## src/rtl/fgrt_pkg.sv

```systemverilog
// fgrt_pkg: shared types and constants of the frame gap retransmit tracker.
// Used by every module of the block; depends on nothing.
`default_nettype none

package fgrt_pkg;

    localparam int PT_W         = 11;
    localparam int CH_W         = 3;
    localparam int NUM_W        = 32;
    localparam int MOVE_W       = 12;
    localparam int REQ_W        = 5;
    localparam int MAX_REQUESTS = 31;
    localparam int POINT_MOD    = 2048;

    localparam logic [31:0] BASE_ADDR = 32'd81;
    localparam logic [31:0] ADDR_STEP = 32'd10;

    typedef enum logic [1:0] {
        KIND_IGNORED    = 2'd0,
        KIND_ACCEPTED   = 2'd1,
        KIND_RETRANSMIT = 2'd2,
        KIND_REQUEST    = 2'd3
    } kind_t;

    typedef enum logic [2:0] {
        ST_IDLE,
        ST_CLASSIFY,
        ST_SEARCH,
        ST_RETX,
        ST_DIV,
        ST_REQ,
        ST_ACCEPT
    } state_t;

    typedef struct packed {
        logic  take;
        logic  scan_init;
        logic  scan_step;
        logic  div_start;
        logic  req_init;
        logic  free_step;
        logic  emit;
        kind_t emit_kind;
    } cmd_t;

    typedef struct packed {
        logic found;
        logic first;
        logic hit;
        logic scan_end;
        logic div_done;
        logic reqs_left;
        logic slot_busy;
        logic out_free;
    } status_t;

    typedef struct packed {
        logic [CH_W-1:0]  ch;
        logic [PT_W-1:0]  pt;
        logic [NUM_W-1:0] num;
    } entry_t;

endpackage

`default_nettype wire

```

## src/rtl/fgrt_div.sv

```systemverilog
// fgrt_div: division of the pointer move by a fixed divisor through a constant
// reciprocal multiply, result registered in the cycle after start. Uses fgrt_pkg.
`default_nettype none

module fgrt_div #(
    parameter int DIVISOR = 64
) (
    input  wire logic                        clk,
    input  wire logic                        rst_n,
    input  wire logic                        start,
    input  wire logic [fgrt_pkg::MOVE_W-1:0] dividend,
    output logic      [fgrt_pkg::MOVE_W-1:0] quotient,
    output logic                             done
);

    localparam int MOVE_W = fgrt_pkg::MOVE_W;
    localparam int LOG_D  = $clog2(DIVISOR);
    localparam int SHIFT  = MOVE_W + LOG_D;
    localparam int RW     = MOVE_W + 1;
    localparam int PW     = MOVE_W + RW;
    // ceil(2^SHIFT / DIVISOR), exact for every dividend below 2^MOVE_W
    localparam longint RECIP_L =
        ((longint'(1) <<< SHIFT) + longint'(DIVISOR) - longint'(1)) / longint'(DIVISOR);
    localparam logic [RW-1:0] RECIP = RW'(RECIP_L);

    logic [PW-1:0]     product;
    logic [MOVE_W-1:0] quot_reg;
    logic              done_reg;

    assign product = {{RW{1'b0}}, dividend} * {{MOVE_W{1'b0}}, RECIP};

    always_ff @(posedge clk or negedge rst_n)
    begin
        if (!rst_n)
        begin
            done_reg <= 1'b0;
        end
        else
        begin
            done_reg <= start;
        end
    end

    always_ff @(posedge clk)
    begin
        if (start)
        begin
            quot_reg <= MOVE_W'(product >> SHIFT);
        end
    end

    assign quotient = quot_reg;
    assign done     = done_reg;

endmodule

`default_nettype wire

```

## src/rtl/fgrt_ctrl.sv

```systemverilog
// fgrt_ctrl: sequencer of the tracker; steps each frame through classify and,
// where needed, table scan, gap division and request emission. Uses fgrt_pkg.
`default_nettype none

module fgrt_ctrl (
    input  wire logic              clk,
    input  wire logic              rst_n,
    input  wire logic              frame_valid,
    input  wire fgrt_pkg::status_t status,
    output fgrt_pkg::cmd_t         cmd,
    output logic                   frame_stall
);

    fgrt_pkg::state_t state_reg;
    fgrt_pkg::state_t state_next;

    always_ff @(posedge clk or negedge rst_n)
    begin
        if (!rst_n)
        begin
            state_reg <= fgrt_pkg::ST_IDLE;
        end
        else
        begin
            state_reg <= state_next;
        end
    end

    always_comb
    begin
        state_next = state_reg;
        unique case (state_reg)
            fgrt_pkg::ST_IDLE:
            begin
                if (frame_valid)
                begin
                    state_next = fgrt_pkg::ST_CLASSIFY;
                end
            end
            fgrt_pkg::ST_CLASSIFY:
            begin
                if (!status.found || status.first)
                begin
                    if (status.out_free)
                    begin
                        state_next = fgrt_pkg::ST_IDLE;
                    end
                end
                else
                begin
                    state_next = fgrt_pkg::ST_SEARCH;
                end
            end
            fgrt_pkg::ST_SEARCH:
            begin
                priority if (status.hit)
                begin
                    state_next = fgrt_pkg::ST_RETX;
                end
                else if (status.scan_end)
                begin
                    state_next = fgrt_pkg::ST_DIV;
                end
            end
            fgrt_pkg::ST_RETX:
            begin
                if (status.out_free)
                begin
                    state_next = fgrt_pkg::ST_IDLE;
                end
            end
            fgrt_pkg::ST_DIV:
            begin
                if (status.div_done)
                begin
                    state_next = fgrt_pkg::ST_REQ;
                end
            end
            fgrt_pkg::ST_REQ:
            begin
                if (!status.reqs_left)
                begin
                    state_next = fgrt_pkg::ST_ACCEPT;
                end
            end
            fgrt_pkg::ST_ACCEPT:
            begin
                if (status.out_free)
                begin
                    state_next = fgrt_pkg::ST_IDLE;
                end
            end
            default:
            begin
                state_next = fgrt_pkg::ST_IDLE;
            end
        endcase
    end

    always_comb
    begin
        cmd         = '0;
        frame_stall = 1'b1;
        unique case (state_reg)
            fgrt_pkg::ST_IDLE:
            begin
                frame_stall = 1'b0;
                cmd.take    = frame_valid;
            end
            fgrt_pkg::ST_CLASSIFY:
            begin
                priority if (!status.found)
                begin
                    cmd.emit      = status.out_free;
                    cmd.emit_kind = fgrt_pkg::KIND_IGNORED;
                end
                else if (status.first)
                begin
                    cmd.emit      = status.out_free;
                    cmd.emit_kind = fgrt_pkg::KIND_ACCEPTED;
                end
                else
                begin
                    cmd.scan_init = 1'b1;
                end
            end
            fgrt_pkg::ST_SEARCH:
            begin
                cmd.scan_step = !status.hit && !status.scan_end;
                cmd.div_start = !status.hit && status.scan_end;
            end
            fgrt_pkg::ST_RETX:
            begin
                cmd.emit      = status.out_free;
                cmd.emit_kind = fgrt_pkg::KIND_RETRANSMIT;
            end
            fgrt_pkg::ST_DIV:
            begin
                cmd.req_init = status.div_done;
            end
            fgrt_pkg::ST_REQ:
            begin
                if (status.reqs_left)
                begin
                    if (status.slot_busy)
                    begin
                        cmd.free_step = 1'b1;
                    end
                    else
                    begin
                        cmd.emit      = status.out_free;
                        cmd.emit_kind = fgrt_pkg::KIND_REQUEST;
                    end
                end
            end
            fgrt_pkg::ST_ACCEPT:
            begin
                cmd.emit      = status.out_free;
                cmd.emit_kind = fgrt_pkg::KIND_ACCEPTED;
            end
            default:
            begin
                cmd = '0;
            end
        endcase
    end

endmodule

`default_nettype wire

```

## src/rtl/fgrt_dp.sv

```systemverilog
// fgrt_dp: datapath of the tracker: channel state, missing-frame table,
// gap divider and result register. Uses fgrt_pkg and fgrt_div.
`default_nettype none

module fgrt_dp #(
    parameter int SAMPLES_PER_FRAME = 64,
    parameter int CHANNELS          = 8,
    parameter int PENDING_DEPTH     = 32
) (
    input  wire logic                           clk,
    input  wire logic                           rst_n,
    input  wire logic                           cfg_we,
    input  wire logic [7:0]                     cfg_data,
    input  wire logic [31:0]                    source_ip,
    input  wire logic [fgrt_pkg::PT_W-1:0]      point_index,
    input  wire logic                           result_stall,
    input  wire fgrt_pkg::cmd_t                 cmd,
    output fgrt_pkg::status_t                   status,
    output logic                                result_valid,
    output logic [1:0]                          kind,
    output logic [fgrt_pkg::CH_W-1:0]           channel,
    output logic [fgrt_pkg::PT_W-1:0]           request_point,
    output logic [fgrt_pkg::NUM_W-1:0]          frame_number,
    output logic                                table_full,
    output logic                                last
);

    localparam int PT_W   = fgrt_pkg::PT_W;
    localparam int CH_W   = fgrt_pkg::CH_W;
    localparam int NUM_W  = fgrt_pkg::NUM_W;
    localparam int MOVE_W = fgrt_pkg::MOVE_W;
    localparam int REQ_W  = fgrt_pkg::REQ_W;
    localparam int IW     = (PENDING_DEPTH > 1) ? $clog2(PENDING_DEPTH) : 1;
    localparam int FW     = $clog2(PENDING_DEPTH + 1);
    localparam int CIW    = (CHANNELS > 1) ? $clog2(CHANNELS) : 1;

    localparam logic [PT_W-1:0]   SPF_PT    = PT_W'(SAMPLES_PER_FRAME);
    localparam logic [MOVE_W-1:0] WRAP      = MOVE_W'(fgrt_pkg::POINT_MOD);
    localparam logic [PT_W-1:0]   MAX_LOST  = PT_W'(fgrt_pkg::MAX_REQUESTS);
    localparam logic [REQ_W-1:0]  MAX_EMIT  = REQ_W'(fgrt_pkg::MAX_REQUESTS);
    localparam logic [IW-1:0]     LAST_IDX  = IW'(PENDING_DEPTH - 1);
    localparam logic [FW-1:0]     FREE_END  = FW'(PENDING_DEPTH);

    logic [7:0]             enable_reg;
    logic [CH_W-1:0]        ch_reg;
    logic                   found_reg;
    logic [PT_W-1:0]        now_reg;
    logic [NUM_W-1:0]       count_reg [CHANNELS];
    logic [PT_W-1:0]        prev_reg  [CHANNELS];
    logic [PT_W-1:0]        lost_reg;
    logic                   over_reg;

    logic [PENDING_DEPTH-1:0] valid_reg;
    fgrt_pkg::entry_t       pend_mem [PENDING_DEPTH];
    fgrt_pkg::entry_t       rd_entry_reg;
    logic [IW-1:0]          sidx_reg;
    logic [IW-1:0]          ridx_reg;
    logic                   rd_live_reg;
    logic                   rd_vld_reg;
    logic [FW-1:0]          fidx_reg;

    logic [REQ_W-1:0]       left_reg;
    logic [PT_W-1:0]        req_pt_reg;
    logic [NUM_W-1:0]       req_num_reg;

    logic                   result_valid_reg;
    fgrt_pkg::kind_t        kind_reg;
    logic [CH_W-1:0]        ch_out_reg;
    logic [PT_W-1:0]        pt_out_reg;
    logic [NUM_W-1:0]       num_out_reg;
    logic                   full_out_reg;
    logic                   last_out_reg;

    logic                   match_found;
    logic [CH_W-1:0]        match_ch;
    logic [CIW-1:0]         chi;
    logic [NUM_W-1:0]       cnt_inc;
    logic [PT_W-1:0]        prev_cur;
    logic [MOVE_W-1:0]      move;
    logic [MOVE_W-1:0]      quot;
    logic                   div_done;
    logic [PT_W-1:0]        lost_calc;
    logic                   over_calc;
    logic [REQ_W-1:0]       emit_calc;
    logic                   free_end;
    logic                   out_free;
    logic                   mem_we;
    fgrt_pkg::entry_t       req_entry;
    logic [NUM_W-1:0]       accept_num;

    always_comb
    begin
        match_found = 1'b0;
        match_ch    = '0;
        for (int c = CHANNELS - 1; c >= 0; c--)
        begin
            if (enable_reg[c] &&
                source_ip == fgrt_pkg::BASE_ADDR + fgrt_pkg::ADDR_STEP * 32'(c))
            begin
                match_found = 1'b1;
                match_ch    = CH_W'(c);
            end
        end
    end

    assign chi        = ch_reg[CIW-1:0];
    assign cnt_inc    = count_reg[chi] + NUM_W'(1);
    assign prev_cur   = prev_reg[chi];
    assign accept_num = cnt_inc + NUM_W'(lost_reg);

    // now == prev is a full wrap
    assign move = (now_reg > prev_cur) ? ({1'b0, now_reg} - {1'b0, prev_cur})
                                       : (WRAP + {1'b0, now_reg} - {1'b0, prev_cur});

    fgrt_div #(
        .DIVISOR (SAMPLES_PER_FRAME)
    ) u_div (
        .clk      (clk),
        .rst_n    (rst_n),
        .start    (cmd.div_start),
        .dividend (move),
        .quotient (quot),
        .done     (div_done)
    );

    assign lost_calc = (quot == '0) ? '0 : PT_W'(quot - MOVE_W'(1));
    assign over_calc = (lost_calc > MAX_LOST);
    assign emit_calc = over_calc ? MAX_EMIT : lost_calc[REQ_W-1:0];

    assign free_end  = (fidx_reg == FREE_END);
    assign out_free  = !result_valid_reg || !result_stall;
    assign mem_we    = cmd.emit && (cmd.emit_kind == fgrt_pkg::KIND_REQUEST) && !free_end;

    assign req_entry.ch  = ch_reg;
    assign req_entry.pt  = req_pt_reg;
    assign req_entry.num = req_num_reg;

    assign status.found     = found_reg;
    assign status.first     = (cnt_inc == NUM_W'(1));
    assign status.hit       = rd_live_reg && rd_vld_reg && (rd_entry_reg.ch == ch_reg) &&
                              (rd_entry_reg.pt == now_reg);
    assign status.scan_end  = rd_live_reg && (ridx_reg == LAST_IDX);
    assign status.div_done  = div_done;
    assign status.reqs_left = (left_reg != '0);
    assign status.slot_busy = !free_end && valid_reg[fidx_reg[IW-1:0]];
    assign status.out_free  = out_free;

    always_ff @(posedge clk)
    begin
        if (mem_we)
        begin
            pend_mem[fidx_reg[IW-1:0]] <= req_entry;
        end
        if (cmd.scan_step)
        begin
            rd_entry_reg <= pend_mem[sidx_reg];
        end
    end

    always_ff @(posedge clk or negedge rst_n)
    begin
        if (!rst_n)
        begin
            enable_reg  <= '0;
            found_reg   <= 1'b0;
            valid_reg   <= '0;
            rd_live_reg <= 1'b0;
            rd_vld_reg  <= 1'b0;
            sidx_reg    <= '0;
            fidx_reg    <= '0;
            left_reg    <= '0;
            for (int c = 0; c < CHANNELS; c++)
            begin
                count_reg[c] <= '0;
                prev_reg[c]  <= '0;
            end
        end
        else
        begin
            if (cfg_we)
            begin
                enable_reg <= cfg_data;
            end
            if (cmd.take)
            begin
                found_reg <= match_found;
            end
            if (cmd.scan_init)
            begin
                sidx_reg    <= '0;
                rd_live_reg <= 1'b0;
            end
            else if (cmd.scan_step)
            begin
                rd_vld_reg  <= valid_reg[sidx_reg];
                sidx_reg    <= sidx_reg + IW'(1);
                rd_live_reg <= 1'b1;
            end
            if (cmd.req_init)
            begin
                left_reg <= emit_calc;
                fidx_reg <= '0;
            end
            else if (cmd.free_step)
            begin
                fidx_reg <= fidx_reg + FW'(1);
            end
            if (cmd.emit)
            begin
                unique case (cmd.emit_kind)
                    fgrt_pkg::KIND_RETRANSMIT:
                    begin
                        valid_reg[ridx_reg] <= 1'b0;
                    end
                    fgrt_pkg::KIND_REQUEST:
                    begin
                        left_reg <= left_reg - REQ_W'(1);
                        if (!free_end)
                        begin
                            valid_reg[fidx_reg[IW-1:0]] <= 1'b1;
                            fidx_reg <= fidx_reg + FW'(1);
                        end
                    end
                    fgrt_pkg::KIND_ACCEPTED:
                    begin
                        count_reg[chi] <= accept_num;
                        prev_reg[chi]  <= now_reg;
                    end
                    fgrt_pkg::KIND_IGNORED:
                    begin
                    end
                    default:
                    begin
                    end
                endcase
            end
        end
    end

    always_ff @(posedge clk)
    begin
        if (cmd.take)
        begin
            ch_reg   <= match_ch;
            now_reg  <= point_index;
            lost_reg <= '0;
            over_reg <= 1'b0;
        end
        if (cmd.scan_step)
        begin
            ridx_reg <= sidx_reg;
        end
        if (cmd.req_init)
        begin
            lost_reg    <= lost_calc;
            over_reg    <= over_calc;
            req_pt_reg  <= prev_cur + SPF_PT;
            req_num_reg <= cnt_inc;
        end
        else if (cmd.emit && cmd.emit_kind == fgrt_pkg::KIND_REQUEST)
        begin
            req_pt_reg  <= req_pt_reg + SPF_PT;
            req_num_reg <= req_num_reg + NUM_W'(1);
        end
    end

    always_ff @(posedge clk or negedge rst_n)
    begin
        if (!rst_n)
        begin
            result_valid_reg <= 1'b0;
        end
        else if (cmd.emit)
        begin
            result_valid_reg <= 1'b1;
        end
        else if (!result_stall)
        begin
            result_valid_reg <= 1'b0;
        end
    end

    always_ff @(posedge clk)
    begin
        if (cmd.emit)
        begin
            kind_reg <= cmd.emit_kind;
            unique case (cmd.emit_kind)
                fgrt_pkg::KIND_IGNORED:
                begin
                    ch_out_reg   <= '0;
                    pt_out_reg   <= now_reg;
                    num_out_reg  <= '0;
                    full_out_reg <= 1'b0;
                    last_out_reg <= 1'b1;
                end
                fgrt_pkg::KIND_ACCEPTED:
                begin
                    ch_out_reg   <= ch_reg;
                    pt_out_reg   <= now_reg;
                    num_out_reg  <= accept_num;
                    full_out_reg <= over_reg;
                    last_out_reg <= 1'b1;
                end
                fgrt_pkg::KIND_RETRANSMIT:
                begin
                    ch_out_reg   <= ch_reg;
                    pt_out_reg   <= now_reg;
                    num_out_reg  <= rd_entry_reg.num;
                    full_out_reg <= 1'b0;
                    last_out_reg <= 1'b1;
                end
                fgrt_pkg::KIND_REQUEST:
                begin
                    ch_out_reg   <= ch_reg;
                    pt_out_reg   <= req_pt_reg;
                    num_out_reg  <= req_num_reg;
                    full_out_reg <= free_end;
                    last_out_reg <= 1'b0;
                end
                default:
                begin
                    ch_out_reg   <= '0;
                    pt_out_reg   <= now_reg;
                    num_out_reg  <= '0;
                    full_out_reg <= 1'b0;
                    last_out_reg <= 1'b1;
                end
            endcase
        end
    end

    assign result_valid  = result_valid_reg;
    assign kind          = kind_reg;
    assign channel       = ch_out_reg;
    assign request_point = pt_out_reg;
    assign frame_number  = num_out_reg;
    assign table_full    = full_out_reg;
    assign last          = last_out_reg;

endmodule

`default_nettype wire

```

## src/rtl/frame_gap_retransmit_tracker.sv

```systemverilog
// frame_gap_retransmit_tracker: top level, joins the sequencer and datapath.
// Uses fgrt_pkg, fgrt_ctrl, fgrt_dp (and through it fgrt_div).
//
//   channel  | handshake               | beat
//   ---------+-------------------------+-------------------------------------
//   frame    | frame_valid/frame_stall | source_ip, point_index
//   result   | result_valid/result_stall | kind, channel, request_point,
//            |                         | frame_number, table_full, last
//   cfg      | cfg_valid/cfg_ready     | cfg_data (channel enable mask)
//
// One frame at a time. An ignored or first frame is classified and answered.
// A retransmitted frame is found by the one-entry-per-cycle table scan. A
// frame with a gap scans the whole table, divides the gap, emits its requests,
// each after a free-slot scan, then the accepted result; result stall holds any.
// Reset clears channel state and valid bits at once; no clearing pass.
`default_nettype none

module frame_gap_retransmit_tracker #(
    parameter int SAMPLES_PER_FRAME = 64,
    parameter int CHANNELS          = 8,
    parameter int PENDING_DEPTH     = 32
) (
    input  wire logic        clk,
    input  wire logic        rst_n,
    input  wire logic        cfg_valid,
    output logic             cfg_ready,
    input  wire logic [7:0]  cfg_data,
    input  wire logic        frame_valid,
    output logic             frame_stall,
    input  wire logic [31:0] source_ip,
    input  wire logic [10:0] point_index,
    output logic             result_valid,
    input  wire logic        result_stall,
    output logic [1:0]       kind,
    output logic [2:0]       channel,
    output logic [10:0]      request_point,
    output logic [31:0]      frame_number,
    output logic             table_full,
    output logic             last
);

    fgrt_pkg::cmd_t    cmd;
    fgrt_pkg::status_t status;

    assign cfg_ready = 1'b1;

    fgrt_ctrl u_ctrl (
        .clk         (clk),
        .rst_n       (rst_n),
        .frame_valid (frame_valid),
        .status      (status),
        .cmd         (cmd),
        .frame_stall (frame_stall)
    );

    fgrt_dp #(
        .SAMPLES_PER_FRAME (SAMPLES_PER_FRAME),
        .CHANNELS          (CHANNELS),
        .PENDING_DEPTH     (PENDING_DEPTH)
    ) u_dp (
        .clk           (clk),
        .rst_n         (rst_n),
        .cfg_we        (cfg_valid),
        .cfg_data      (cfg_data),
        .source_ip     (source_ip),
        .point_index   (point_index),
        .result_stall  (result_stall),
        .cmd           (cmd),
        .status        (status),
        .result_valid  (result_valid),
        .kind          (kind),
        .channel       (channel),
        .request_point (request_point),
        .frame_number  (frame_number),
        .table_full    (table_full),
        .last          (last)
    );

endmodule

`default_nettype wire

```

## config.mk

```make
export PLATFORM = sky130hd
export DESIGN_NAME = frame_gap_retransmit_tracker
export DESIGN_NICKNAME = d
export VERILOG_FILES = /design/src/rtl/fgrt_pkg.sv /design/src/rtl/fgrt_div.sv /design/src/rtl/fgrt_ctrl.sv /design/src/rtl/fgrt_dp.sv /design/src/rtl/frame_gap_retransmit_tracker.sv
export SDC_FILE = /design/constraint.sdc
export NUM_CORES = 2
export LEC_CHECK = 0
export ABC_CLOCK_PERIOD_IN_PS = 8770
export BUFFER_PORTS_ARGS = -buffer_cell sky130_fd_sc_hd__buf_4
export CAP_MARGIN = 20
export CORE_ASPECT_RATIO = 0.5
export CORE_MARGIN = 4
export CORE_UTILIZATION = 49
export DETAILED_ROUTE_END_ITERATION = 10
export GPL_ROUTABILITY_DRIVEN = 0
export PLACE_DENSITY = 0.63
export SLEW_MARGIN = 20
export SYNTH_ARGS = -nofsm -noshare
export SYNTH_HDL_FRONTEND = slang
export SYNTH_SLANG_ARGS = --single-unit
```

## constraint.sdc

```tcl
create_clock -name clk -period 8.77 [get_ports clk]
set_input_delay 1.754 -clock clk [delete_from_list [all_inputs] [get_ports clk]]
set_output_delay 1.754 -clock clk [all_outputs]
set_load 0.01 [all_outputs]
```

==> results.md <==
- Outcome: finished clean
- Via-to-Cell Ratio: 6.36
- Placed Instances: 6673
- CORE AREA: 0.171 sq mm
- Synth async-reset ratio: 19.9%
- CP Cell Sequence: buf_4 -> mux4_2 -> nand4_1 -> a211oi_2 -> nand2_1 -> nor4_1 -> xor2_1 -> or2_2 -> nor4_4 -> a21oi_4 -> buf_4 -> or4_2 -> buf_4 -> mux2_1
- Max FO, Critical Path: 41
- RSZ-0062 raised after global routing: false
- First-pass GRT wire length: 325000 microns
- Hold_ws: 0.483 ns
- Library cells used by synthesis: 92
- Final WL: 225000 microns
- Most numerous cell on the critical path: buf_4
- CP bufs+invs: 3
- # setup viols final: 0
- Most frequent cells in the layout: edfxtp_1 (1644), mux4_2 (538), dfrtp_1 (403)
- CP startpoint kind: flop
- Max reg flops: 1472
- Setup bufs post-CTS: 0
- Post-DP HPWL: 128000 microns
- Syn Nets: 4497
- # clock sinks: 2052
- Finished Layout Cells: 7017
- Die W: 597 microns
- Critical path arrival: 7.27 ns
- CP required: 9.43 ns
- Fmax: 151 MHz
- Via count: 44600
- Setup ws final: 2.16 ns
- Ys Warns: 0
- Place WS: 2.25 ns
- Endpoint class of the critical path: flop
- Die H: 303 microns
- Nets: 4679
- Static Leak: 0.0368 uW
- Syn Std Cell Area: 0.0850 sq mm
- Peak supply drop: 0.156 mV
- Die Area: 0.181 sq mm
- R2R Path Start: u_dp.ch_reg[0]
- Net Sw Frac: 20.2%
- Clk buf depth: 4
- Area growth syn-to-layout: 11.7%
- Min-delay src: u_dp.rd_vld_reg
- GRT overflow: 0
- Worst Hold Class: reg2reg
- Tmin final: 6.61 ns
- Drt initial violations: 6268
- CTS Buf Count: 187
- Power share of the clock group: 42.5%
- Sw power: 3810 uW
- Root Driver: clkbuf_16
- Io pins: 109
- Comb power frac: 1.9%
- EDFF count, synth: 1644
- Internal power: 15100 uW
- Clock Latency Late Sink: 0.84 ns
- Drt first pass iters: 5
- CP Launch Point: u_dp.ch_reg[0]
- Total Routing Usage GR: 25.0%
- Post-CTS Resized: 0
- H-Tree Depth: 4
- Number of global-route vias before repair: 44800
- Mapped Cells: 4407
- Clock transition at path regs: 0.07 ns
- Commonest non-fill, non-tap cell in the layout: edfxtp_1
- CTS tree: yes
- CP max stage cell: or4_2
- Total negative slack: 0 ns
- Mapped Avg Cell Area: 19.3 sq um
- Max stage delay on crit path: 1.16 ns
- Slew @ Worst Pin: 1.15 ns
- Pwr Density: 199 mW/mm^2
- Remaining DRCs: 0
- Initial antenna violation count: 12
- I/O Buffers: 107
- #FFs+latches synth: 2052
- Critical path class: reg2reg
- Max Clock Skew: 0.0644 ns
- # Max-Cap Violations: 0
- Crit share post-route: 75.4%
- Largest net degree at the start of global routing: 140
- Row count: 107
- Fin. max-slew vios: 0
- Slew margin rel.: 23.1%
- Sequential share of power: 55.6%
- Ys flop type: edfxtp_1
- Drt wl/cell: 32.1 microns
- Layout cells sized above 1: 31.4%
- Post-route ant nets: 0
- Seq/Total Area, Yosys: 70.1%
- Initial Util: 49.6%
- Hold Fails Final Rpt: 0
- Pwr Total: 18900 uW
- Crit path max-delay family: simple AND/OR/NAND/NOR gates
- Hold buffers post-CTS: 0
[cells in the mapped netlist (20+ instances only)]
master	instances	area share, %
mux2_1	45	0.60
nand2_1	161	0.71
nand4_1	32	0.24
a22oi_1	26	0.23
nor3_1	26	0.15
mux2_2	293	3.9
mux2_4	78	1.4
a21oi_1	69	0.41
o21ai_0	92	0.54
dfrtp_1	408	12
nor2_1	160	0.71
xnor2_1	61	0.63
clkbuf_1	110	0.49
buf_2	33	0.19
xor2_1	52	0.54
buf_1	66	0.29
mux2i_1	46	0.54
edfxtp_1	1644	58
and2_1	20	0.15
inv_1	62	0.27
mux4_2	538	14
nor4_1	27	0.20
nand3_1	55	0.32
ha_1	33	0.49
[cell families after synthesis]
kind of cell / after synthesis / synth area share, %
AND/OR/NAND/NOR: 597 / 3.52
flip-flops: 2052 / 70.1
adder cells (fa/ha/maj): 34 / 0.509
XOR/XNOR: 114 / 1.18
AO/OA/AOI/OAI: 306 / 2.37
other: 2 / 0.00883
buffers and inverters: 300 / 1.65
multiplexers: 1002 / 20.7
[final timing paths]
| path | to | slack [ns] | cells past startpoint |
|---|---|---|---|
| worst max-delay path | u_dp.count_reg[235] | 2.16 | 14 |
| worst min-delay path | u_dp.rd_vld_reg | 0.48 | 2 |
| worst max register to register | u_dp.count_reg[235] | 2.16 | 14 |
| worst min register to register | u_dp.rd_vld_reg | 0.48 | 2 |
| max in group asynchronous | u_dp.sidx_reg[0] | 6.43 | 2 |
| min in group asynchronous | u_dp.count_reg[145] | 0.95 | 1 |
[layer usage]
layer | part of all wire [%] | GRT usage, %
met3 | 11 | 6.29
met4 | 1.7 | 4.80
met1 | 43 | 38.3
met5 | 0.012 | 0
met2 | 44 | 36.7
[metrics by stage]
step	area, sq um	util, %
after detailed placement	88800	51.8
after global placement	88800	51.8
after global routing	95000	55.4
after CTS	94700	55.2
final	95000	55.4
after floorplan	85000	-
[area by class of cell]
class                   instances  area [sq um]
flip-flops and latches       2052         59600
well taps                    2289          2860
repair buffers                229          2000
clock inverters                85           781
diodes                          1          2.50
clock buffers                 242          5080
multi-input cells            2055         24400
inverters                      64           245
fillers                     13000         76400
[worst reg2reg max path, stage by stage (launching register included)]
cell,delay (ns)
edfxtp_1,0.39
buf_4,0.55
mux4_2,0.45
nand4_1,0.17
a211oi_2,0.71
nand2_1,0.35
nor4_1,0.53
xor2_1,0.23
or2_2,0.37
nor4_4,0.36
a21oi_4,0.08
buf_4,0.30
or4_2,1.18
buf_4,0.43
mux2_1,0.35
[power groups by stage]
stage | Clock, uW | Sequential (uW) | Combinational, uW
final | 8020 | 10500 | 349
after global routing | 8600 | 10500 | 376
after CTS | 8140 | 10500 | 350
after detailed placement | 0 | 10700 | 348
after global placement | 0 | 10700 | 341
after floorplan | 0 | 10700 | 169
(Power assumes the default switching activity.)
